**src/design/lks_pkg.sv**
```systemverilog
package lks_pkg;

	// Field widths fixed by the item formats
	localparam int DATA_W  = 32;
	localparam int KEY_W   = 6;
	localparam int KC_W    = 7;
	localparam int PADDR_W = 3;

	// Keyframe table depth, tied to the key index width
	localparam int MAX_KEYS = 64;

	// Command codes
	localparam logic CMD_LOAD = 1'b0;
	localparam logic CMD_STEP = 1'b1;

	// Register index, taken from paddr[PADDR_W-1:2]
	localparam logic REG_KEY_COUNT = 1'b0;

	// Input item
	typedef struct packed {
		logic                     command;
		logic [KEY_W-1:0]         key_index;
		logic [DATA_W-1:0]        key_span;
		logic signed [DATA_W-1:0] key_start_value;
		logic signed [DATA_W-1:0] key_end_value;
		logic [DATA_W-1:0]        time_step;
	} lks_in_t;

	// Result item
	typedef struct packed {
		logic signed [DATA_W-1:0] sample_value;
		logic [KEY_W-1:0]         active_key;
	} lks_out_t;

	// One keyframe as stored in the table
	typedef struct packed {
		logic [DATA_W-1:0] span;
		logic [DATA_W-1:0] v0;
		logic [DATA_W-1:0] v1;
	} lks_entry_t;

	// Divider status
	typedef struct packed {
		logic busy;
		logic done;
	} lks_div_sts_t;

endpackage

```
**src/design/lks_div.sv**
```systemverilog
module lks_div import lks_pkg::*; (
	input  logic              clk,
	input  logic              arst_n,
	input  logic              start,
	input  logic [DATA_W-1:0] rem_init,
	input  logic [DATA_W:0]   bits_init,
	input  logic [DATA_W-1:0] divisor,
	output lks_div_sts_t      sts,
	output logic [DATA_W-1:0] quot,
	output logic [DATA_W-1:0] rem
);

	// One quotient bit per cycle; rem_init must already be below the divisor
	localparam int STEPS = DATA_W + 1;
	localparam int CNT_W = $clog2(STEPS);

	logic [CNT_W-1:0]  cnt_q;
	logic              busy_q;
	logic              done_q;
	logic [DATA_W-1:0] rem_q;
	logic [DATA_W:0]   sh_q;
	logic [DATA_W-1:0] dvs_q;

	logic [DATA_W:0]   trial;
	logic [DATA_W:0]   diff;
	logic              ge;

	// Restoring step: shift in the next dividend bit, subtract if it fits
	assign trial = {rem_q, sh_q[DATA_W]};
	assign ge    = trial >= {1'b0, dvs_q};
	assign diff  = trial - {1'b0, dvs_q};

	always_ff @(posedge clk or negedge arst_n) begin
		if (!arst_n) begin
			busy_q <= 1'b0;
			done_q <= 1'b0;
			cnt_q  <= '0;
		end else begin
			done_q <= 1'b0;
			if (start) begin
				busy_q <= 1'b1;
				cnt_q  <= CNT_W'(STEPS - 1);
			end else if (busy_q) begin
				cnt_q <= cnt_q - 1'b1;
				if (cnt_q == '0) begin
					busy_q <= 1'b0;
					done_q <= 1'b1;
				end
			end
		end
	end

	// Datapath
	always_ff @(posedge clk) begin
		if (start) begin
			rem_q <= rem_init;
			sh_q  <= bits_init;
			dvs_q <= divisor;
		end else if (busy_q) begin
			rem_q <= ge ? diff[DATA_W-1:0] : trial[DATA_W-1:0];
			sh_q  <= {sh_q[DATA_W-1:0], ge};
		end
	end

	assign sts.busy = busy_q;
	assign sts.done = done_q;
	assign quot     = sh_q[DATA_W-1:0];
	assign rem      = rem_q;

endmodule

```
**config.mk**
```make
export PLATFORM = sky130hd
export DESIGN_NAME = lks_div
export DESIGN_NICKNAME = d
export VERILOG_FILES = /design/src/design/lks_pkg.sv /design/src/design/lks_div.sv
export SDC_FILE = /design/constraint.sdc
export NUM_CORES = 1
export LEC_CHECK = 0
export ABC_AREA = 1
export BUFFER_PORTS_ARGS = -buffer_cell sky130_fd_sc_hd__buf_4
export CAP_MARGIN = 20
export CORE_MARGIN = 3
export CORE_UTILIZATION = 56
export CTS_BUF_LIST = sky130_fd_sc_hd__clkbuf_4 sky130_fd_sc_hd__clkbuf_8 sky130_fd_sc_hd__clkbuf_16
export DETAILED_ROUTE_END_ITERATION = 12
export MAX_ROUTING_LAYER = met4
export PLACE_DENSITY_LB_ADDON = 0.05
export SYNTH_ARGS = -nofsm -noshare
export SYNTH_HDL_FRONTEND = slang
export SYNTH_SLANG_ARGS = --single-unit
export TNS_END_PERCENT = 5
```
**constraint.sdc**
```tcl
create_clock -name clk -period 2.64 [get_ports clk]
set_input_delay 0.66 -clock clk [delete_from_list [all_inputs] [get_ports clk]]
set_output_delay 0.66 -clock clk [all_outputs]
set_load 0.05 [all_outputs]
```
==> Flow_metrics.wiki, run 1 <==
{| class="wikitable"
! Metric !! Value
|-
| Run status || finished, final reports clean
|-
| Inserted Clock Buffers || 9
|-
| Standard-cell row count || between 40 and 50
|-
| Total standard cell area after synthesis || between 7000 and 8000 µm²
|-
| Total number of vias || around 6900
|-
| Die Ht || 122 µm
|-
| Global router's overall resource usage || 28.4%
|-
| Clock share of power || between 10% and 20%
|-
| PostCTS Resize Cnt || 0
|-
| Count of max-cap constraint violations || 0
|-
| Worst slew pin tran || just under 0.5 ns
|-
| Number of nets in the finished design || around 1300
|-
| GRT met3 Usage || roughly 6.4%
|-
| Post-route ant nets || 0
|-
| Number of antenna violations at the first check in global routing || 0
|-
| Maximum level of the CTS H-tree || 3
|-
| Final critical-path required period || roughly 2.5 ns
|-
| Wire length of the first global-routing pass || approximately 32 mm
|-
| Layer carrying the most global-route usage || met2
|-
| Count of cells along the worst register-to-register path || 10
|-
| Crit. End Element || flip-flop
|-
| Total net switching power || ~5.2 mW
|-
| Max Root-Sink Buffers || 2
|-
| Number of pins exceeding their max-slew limit in the final report || 0
|-
| Diode count || 0
|-
| Leak || around 4.9 nW
|-
| Clock transition time at the flip-flop clock pins of the worst setup and hold paths || around 0.070 ns
|-
| DRT Wirelength || approximately 20 mm
|-
| Tightest Hold Check Type || in -> async
|-
| Root buffer selected by CTS || sky130_fd_sc_hd__clkbuf_16
|-
| Share of the clock period used by the worst path after layout || 94.2%
|-
| Sequential share of power || 25.8%
|-
| Setup repair after global routing missed its margin || true
|-
| Number of global-route vias before repair || approximately 6500
|-
| Largest net degree at the start of global routing || between 40 and 50
|-
| Detailed-placement wirelength estimate || between 15 and 20 mm
|-
| Routing usage on met2 || approximately 45%
|-
| Gate count after technology mapping || 1031
|-
| Power density normalized to cell area || 1150 nW/µm²
|-
| Switching part of the total power || between 50% and 60%
|-
| Clock Latency Late Sink || about 0.36 ns
|-
| Worst vdd ir || roughly 670 µV
|-
| Worst endpoint required time || roughly 2.8 ns
|-
| Cell internal power dissipation || just over 5 mW
|-
| Non-Filler Instances || between 1000 and 1500
|-
| Met1 Use GR || a little under two fifths
|-
| Standard cell core area || 12900 µm²
|-
| Avg Inst Size Synth || approximately 7.3 µm²
|-
| DR DRC count || 0
|-
| Clock sink count || 105
|-
| Mapped Nets || ~1200
|-
| I/O Buffers || about 170
|-
| CP Class || reg -> reg
|-
| Die area || around 15000 µm²
|-
| Source of the worst register-to-register timing path || rem[29]
|-
| Worst rel slew slack || ~67%
|-
| Routed WL per cell || approximately 15 µm
|-
| Routability Congestion || about 1.1
|-
| Share of layout cells above drive strength 1 || 19.2%
|-
| Horizontal die dimension || around 120 µm
|-
| GR Overflow Total || 0
|-
| Number of failing hold endpoints at the final stage || 0
|-
| Worst clock skew || 0.0107 ns
|-
| Highest Clock Rate || roughly 400 MHz
|-
| Growth of design area from synthesis to finish || 20.0%
|-
| Number of buffers inserted by hold repair at cts || 0
|-
| TritonCTS clock tree || done
|-
| # setup viols final || 0
|-
| Endpoint arrival time on the critical path || ~2.6 ns
|-
| Ys Warns || 0
|-
| Highest fanout seen on the critical path || 33
|-
| Starting DRC count in detailed routing || approximately 600
|-
| First-pass DRT Iterations || 6
|-
| Sequential-to-total area share from yosys stat || just over 40%
|-
| Worst reg2reg setup slack || 0.15 ns
|-
| Starting utilization of the core area || approximately three fifths
|-
| Critical R2R Capture || rem[25]
|-
| Yosys reg bits || approximately 110
|-
| DR vias/cell || between 5 and 6
|-
| Critical Path Source Type || flip-flop
|-
| Cell count after placement || 1323
|-
| Setup tns final || 0 ns
|-
| Number of setup buffers added after CTS || 0
|-
| Number of I/O pins || between 150 and 200
|-
| Number of distinct library cells after synthesis || 33
|-
| Hold slack || 0.103 ns
|-
| Logic gate share of total power || roughly 62%
|-
| Share of the core filled with cells || between 70 and 80%
|}
[worst max-delay path by stage]
stage / slack [ns] / from / to
6_report: 0.15 / rem[29] / rem[25]
5_1_grt: -0.001 / rem[10] / rem[30]
4_1_cts: 0.17 / rem[29] / rem[25]
3_5_place_dp: 0.19 / rem[29] / rem[26]
3_3_place_gp: 0.24 / rem[27] / rem[14]
2_1_floorplan: 0.04 / start / rem[0]
[cell type report]
cell class	instances	area, µm²
multi-input cells	700	3430
repair buffers	178	1370
fillers	1126	3830
clock buffers	11	240
well taps	172	215
clock inverters	5	38.8
flip-flops and latches	105	3110
inverters	168	634
[layer usage]
layer / up-vias / routed length [µm] / share of wire [%]
met5: - / 0 / 0
li1: 3449 / - / -
met3: 33 / 1610 / 8.0
met4: 0 / 505 / 2.5
met2: 299 / 9140 / 45
met1: 3086 / 8870 / 44
[power groups by stage]
stage	combinational, mW	sequential, mW	clock (mW)
CTS	6.36	2.69	1.32
detailed placement	6.33	2.71	0
global route	7.06	2.74	1.39
finish	6.42	2.69	1.30
floorplan	3.93	3.52	0
global placement	6.27	2.70	0
[synthesized netlist by cell type (all sizes together)]
cell type,n,area (µm²)
nand2,449,1720
inv,164,616
edfxtp,97,2910
nand3,73,395
nor2,53,243
buf,46,343
ha,34,425
nand3b,27,203
a21oi,21,109
xnor2,14,123
clkbuf,12,45.0
nand4,10,62.6
dfrtp,8,200
o21ai,6,30.0
clkinv,4,15.0
nor3,4,20.0
and2,2,12.5
o21a,2,15.0
o21bai,2,15.0
fa,1,20.0
nor4,1,6.26
o22ai,1,6.26
[critical path, stage by stage (launching register included)]
cell	delay, ns
sky130_fd_sc_hd__edfxtp_1	0.42
sky130_fd_sc_hd__ha_1	0.43
sky130_fd_sc_hd__nand2_1	0.13
sky130_fd_sc_hd__nor3_1	0.28
sky130_fd_sc_hd__nand2_1	0.19
sky130_fd_sc_hd__nor2_2	0.17
sky130_fd_sc_hd__nand2_4	0.14
sky130_fd_sc_hd__nand2_8	0.23
sky130_fd_sc_hd__nand3_1	0.12
sky130_fd_sc_hd__nand2_1	0.08
sky130_fd_sc_hd__nand2_1	0.06
[layout by cell type, fill, tap and decap left out, types with 9 or more instances in the layout]
master | netlist | routed
sky130_fd_sc_hd__xnor2_1 | 14 | 14
sky130_fd_sc_hd__nand4_1 | 10 | 10
sky130_fd_sc_hd__a21oi_1 | 20 | 19
sky130_fd_sc_hd__edfxtp_1 | 97 | 97
sky130_fd_sc_hd__nor2_1 | 43 | 43
sky130_fd_sc_hd__inv_1 | 162 | 161
sky130_fd_sc_hd__clkbuf_16 | 0 | 9
sky130_fd_sc_hd__buf_4 | 35 | 175
sky130_fd_sc_hd__nand3b_1 | 27 | 27
sky130_fd_sc_hd__nand2_1 | 443 | 443
sky130_fd_sc_hd__ha_1 | 34 | 31
sky130_fd_sc_hd__nand3_1 | 67 | 67
[cell families after synthesis]
| logic type | share of synthesized area [%] |
|---|---|
| adder cells (fa/ha/maj) | 5.91 |
| flip-flops | 41.3 |
| AND/OR/NAND/NOR | 35.3 |
| AO/OA/AOI/OAI | 2.32 |
| buffers and inverters | 13.5 |
| XOR/XNOR | 1.63 |
[stage by stage]
step	total power, mW	setup slack, ns	instance area (µm²)
after floorplan	7.45	0.0360	7540
after global placement	8.97	0.237	8740
after detailed placement	9.04	0.188	8740
after CTS	10.4	0.169	9020
after global routing	11.2	-0.00107	9040
final	10.4	0.152	9040
[sequential cells by signal, indices dropped and copies added (netlist names)]
| signal | count |
|---|---|
| sh_q | 33 |
| dvs_q | 32 |
| rem | 32 |
| cnt_q | 6 |
| busy_q | 1 |
| done_q | 1 |
No activity file was read; power rests on OpenSTA's default activity.
==> inputs of run 2 (changes only) <==
--- a/config.mk
+++ b/config.mk
@@ -13,7 +13,7 @@
 export CTS_BUF_LIST = sky130_fd_sc_hd__clkbuf_4 sky130_fd_sc_hd__clkbuf_8 sky130_fd_sc_hd__clkbuf_16
 export DETAILED_ROUTE_END_ITERATION = 12
 export MAX_ROUTING_LAYER = met4
-export PLACE_DENSITY_LB_ADDON = 0.05
+export PLACE_DENSITY = 0.85
 export SYNTH_ARGS = -nofsm -noshare
 export SYNTH_HDL_FRONTEND = slang
 export SYNTH_SLANG_ARGS = --single-unit
==> Flow_metrics.wiki, run 2 (synthesis results as in run 1) <==
{| class="wikitable"
! Metric !! Value
|-
| Run status || finished, final reports clean (unchanged)
|-
| Cell internal power dissipation || 5.38 mW (was 5.19 mW)
|-
| Setup repair after global routing missed its margin || false (was true)
|-
| Largest net degree at the start of global routing || 57 (was 49)
|-
| Detailed-placement wirelength estimate || 15.8 mm (was 15.7 mm)
|-
| Sequential share of power || 25.1% (was 25.8%)
|-
| Most frequent standard cell in the layout excluding fill and tap cells || sky130_fd_sc_hd__nand2_1 (unchanged)
|-
| Combined area of the multi-input logic cells || 3430 µm² (about the same)
|-
| Layout filler cell count || 1112 (was 1126)
|-
| Clock Latency Late Sink || 0.37 ns (was 0.36 ns)
|-
| Combined flip-flop and latch cell area || 3110 µm² (unchanged)
|-
| Placement Setup Slack || 0.139 ns (was 0.188 ns)
|-
| Global router's overall resource usage || 28.8% (was 28.4%)
|-
| Number of nets in the finished design || 1311 (was 1297)
|-
| Cell count after placement || 1333 (was 1323)
|-
| Start point of the critical path || rem[26] (was rem[29])
|-
| Post-detailed-placement cell area || 8800 µm² (was 8740 µm²)
|-
| Share of layout cells above drive strength 1 || 20.2% (was 19.2%)
|-
| Wire length of the first global-routing pass || 32.2 mm (was 31.8 mm)
|-
| Switching part of the total power || 49.7% (was 50.2%)
|-
| Endpoint arrival time on the critical path || 2.59 ns (was 2.61 ns)
|-
| Max Root-Sink Buffers || 2 (unchanged)
|-
| Routability Congestion || 0.972 (was 1.06)
|-
| Number of flip-flops under the largest register name || 33 (unchanged)
|-
| CP Class || reg -> reg (unchanged)
|-
| DR DRC count || 0 (unchanged)
|-
| Cell with the biggest individual delay on the critical path || sky130_fd_sc_hd__edfxtp_1 (was sky130_fd_sc_hd__ha_1)
|-
| Standard cell core area || 12900 µm² (unchanged)
|-
| Number of global-route vias before repair || 6585 (was 6513)
|-
| Worst rel slew slack || 60.7% (was 67.0%)
|-
| Inserted Clock Buffers || 9 (unchanged)
|-
| Post-route ant nets || 0 (unchanged)
|-
| Clock transition time at the flip-flop clock pins of the worst setup and hold paths || 0.08 ns (was 0.07 ns)
|-
| Critical R2R Capture || rem[16] (was rem[25])
|-
| Setup tns final || 0 ns (unchanged)
|-
| Highest fanout seen on the critical path || 7 (was 33)
|-
| Worst reg2reg setup slack || 0.18 ns (was 0.15 ns)
|-
| Root buffer selected by CTS || sky130_fd_sc_hd__clkbuf_16 (unchanged)
|-
| Tightest Hold Check Type || in -> async (unchanged)
|-
| Number of buffers inserted by hold repair at cts || 0 (unchanged)
|-
| I/O Buffers || 165 (unchanged)
|-
| Number of antenna violations at the first check in global routing || 0 (unchanged)
|-
| Routed WL per cell || 15.2 µm (was 15.0 µm)
|-
| Worst endpoint required time || 2.77 ns (was 2.76 ns)
|-
| Most used cell, CP || sky130_fd_sc_hd__nand2_1 (unchanged)
|-
| Clock share of power || 12.7% (was 12.5%)
|-
| Starting utilization of the core area || 58.5% (unchanged)
|-
| Final critical-path required period || 2.46 ns (was 2.49 ns)
|-
| Total number of vias || 6849 (was 6867)
|-
| Growth of design area from synthesis to finish || 21.6% (was 20.0%)
|-
| Power density normalized to cell area || 1170 nW/µm² (was 1150 nW/µm²)
|-
| CP peak stage delay || 0.45 ns (was 0.43 ns)
|-
| Starting DRC count in detailed routing || 589 (was 604)
|-
| Worst vdd ir || 565 µV (was 665 µV)
|-
| Worst clock skew || 0.0144 ns (was 0.0107 ns)
|-
| # setup viols final || 0 (unchanged)
|-
| DR vias/cell || 5.06 (was 5.13)
|-
| TritonCTS clock tree || done (unchanged)
|-
| Source of the worst register-to-register timing path || rem[26] (was rem[29])
|-
| Total net switching power || 5.31 mW (was 5.22 mW)
|-
| Maximum level of the CTS H-tree || 3 (unchanged)
|-
| DRT Wirelength || 20.5 mm (was 20.1 mm)
|-
| Design area || 9160 µm² (was 9040 µm²)
|-
| Count of cells along the worst register-to-register path || 13 (was 10)
|-
| Die Ht || 122 µm (unchanged)
|-
| Largest Register || sh_q (unchanged)
|-
| Cells along the critical path || ha_1, nand2_1, inv_2, nand2_1, nand2_1, a21oi_2, nand2_2, nor2_8, clkbuf_4, buf_4, nand3b_1, nand3_1, nand2_1 (was ha_1, nand2_1, nor3_1, nand2_1, nor2_2, nand2_4, nand2_8, nand3_1, nand2_1, nand2_1)
|-
| Highest Clock Rate || 406 MHz (was 402 MHz)
|-
| Number of failing hold endpoints at the final stage || 0 (unchanged)
|-
| Number of pins exceeding their max-slew limit in the final report || 0 (unchanged)
|-
| Critical Path Source Type || flip-flop (unchanged)
|-
| Count of max-cap constraint violations || 0 (unchanged)
|-
| Worst Slack Setup Final || 0.176 ns (was 0.152 ns)
|-
| Most used cells in the layout excluding fill and tap cells || sky130_fd_sc_hd__nand2_1 (443), sky130_fd_sc_hd__buf_4 (187), sky130_fd_sc_hd__inv_1 (161) (was sky130_fd_sc_hd__nand2_1 (443), sky130_fd_sc_hd__buf_4 (175), sky130_fd_sc_hd__inv_1 (161))
|-
| Crit. End Element || flip-flop (unchanged)
|-
| Die area || 14900 µm² (unchanged)
|-
| First-pass DRT Iterations || 5 (was 6)
|-
| Horizontal die dimension || 122 µm (unchanged)
|-
| Non-Filler Instances || 1353 (was 1339)
|-
| Diode count || 0 (unchanged)
|-
| Worst slew pin tran || 0.589 ns (was 0.495 ns)
|-
| Share of the clock period used by the worst path after layout || 93.3% (was 94.2%)
|-
| Share of the core filled with cells || 71.2% (was 70.2%)
|-
| Leak || 4.96 nW (was 4.89 nW)
|-
| Logic gate share of total power || 62.2% (was 61.7%)
|-
| GR Overflow Total || 0 (unchanged)
|-
| Standard-cell row count || 41 (unchanged)
|-
| Number of I/O pins || 166 (unchanged)
|-
| Clock sink count || 105 (unchanged)
|}
run 2: changes by cell type in the layout (fill, tap and decap cells not counted), sizes merged:
cell / delta
inv: +1
clkinv: -1
buf: +13
clkbuf: +1
run 2: stage by stage:
step	power, mW	hold WS [ns]
6_report	10.7	0.0978
3_5_place_dp	9.15	0.481
4_1_cts	10.5	0.0897
5_1_grt	11.5	0.0816
3_3_place_gp	9.04	0.481
2_1_floorplan	7.45	0.364
run 2: worst max-delay path by stage:
| stage | slack, ns | depth (start not counted) | to |
|---|---|---|---|
| after detailed placement | 0.14 | 10 | rem[15] |
| after global routing | 0.008 | 13 | rem[12] |
| final | 0.18 | 13 | rem[16] |
| after CTS | 0.06 | 10 | rem[12] |
| after global placement | 0.10 | 10 | rem[15] |
| after floorplan | 0.04 | 4 | rem[0] |
run 2: metal layers:
layer	up-vias	track usage (%)	wire, µm
li1	3469	-	-
met3	16	6.64	1840
met5	-	-	0
met1	3069	36.7	8710
met4	0	6.72	254
met2	295	47.2	9690
run 2: power by group through the flow:
| stage | clock [mW] | combinational (mW) | sequential, mW |
|---|---|---|---|
| 2_1_floorplan | 0 | 3.93 | 3.52 |
| 3_3_place_gp | 0 | 6.36 | 2.68 |
| 3_5_place_dp | 0 | 6.46 | 2.69 |
| 4_1_cts | 1.38 | 6.49 | 2.67 |
| 5_1_grt | 1.44 | 7.28 | 2.73 |
| 6_report | 1.35 | 6.65 | 2.68 |
run 2: worst max-delay path, delay by kind of cell (launching register included):
kind                     cells  cell delay, ns
adder cells (fa/ha/maj)      1            0.39
AND/OR/NAND/NOR              8            0.86
AO/OA/AOI/OAI                1            0.16
flip-flops                   1            0.45
buffers and inverters        3            0.37
run 2: layout make-up:
class                   instances  area share [%]
multi-input cells             700            37.5
repair buffers                192            16.1
flip-flops and latches        105            34.0
well taps                     172            2.35
clock buffers                  11            2.69
clock inverters                 5           0.519
inverters                     168            6.92
run 2: timing repair:
| item | in CTS | in global routing |
|---|---|---|
| resized for setup | 0 | 8 |
| setup endpoints to repair | 0 | 11 |
| setup buffers | 0 | 4 |
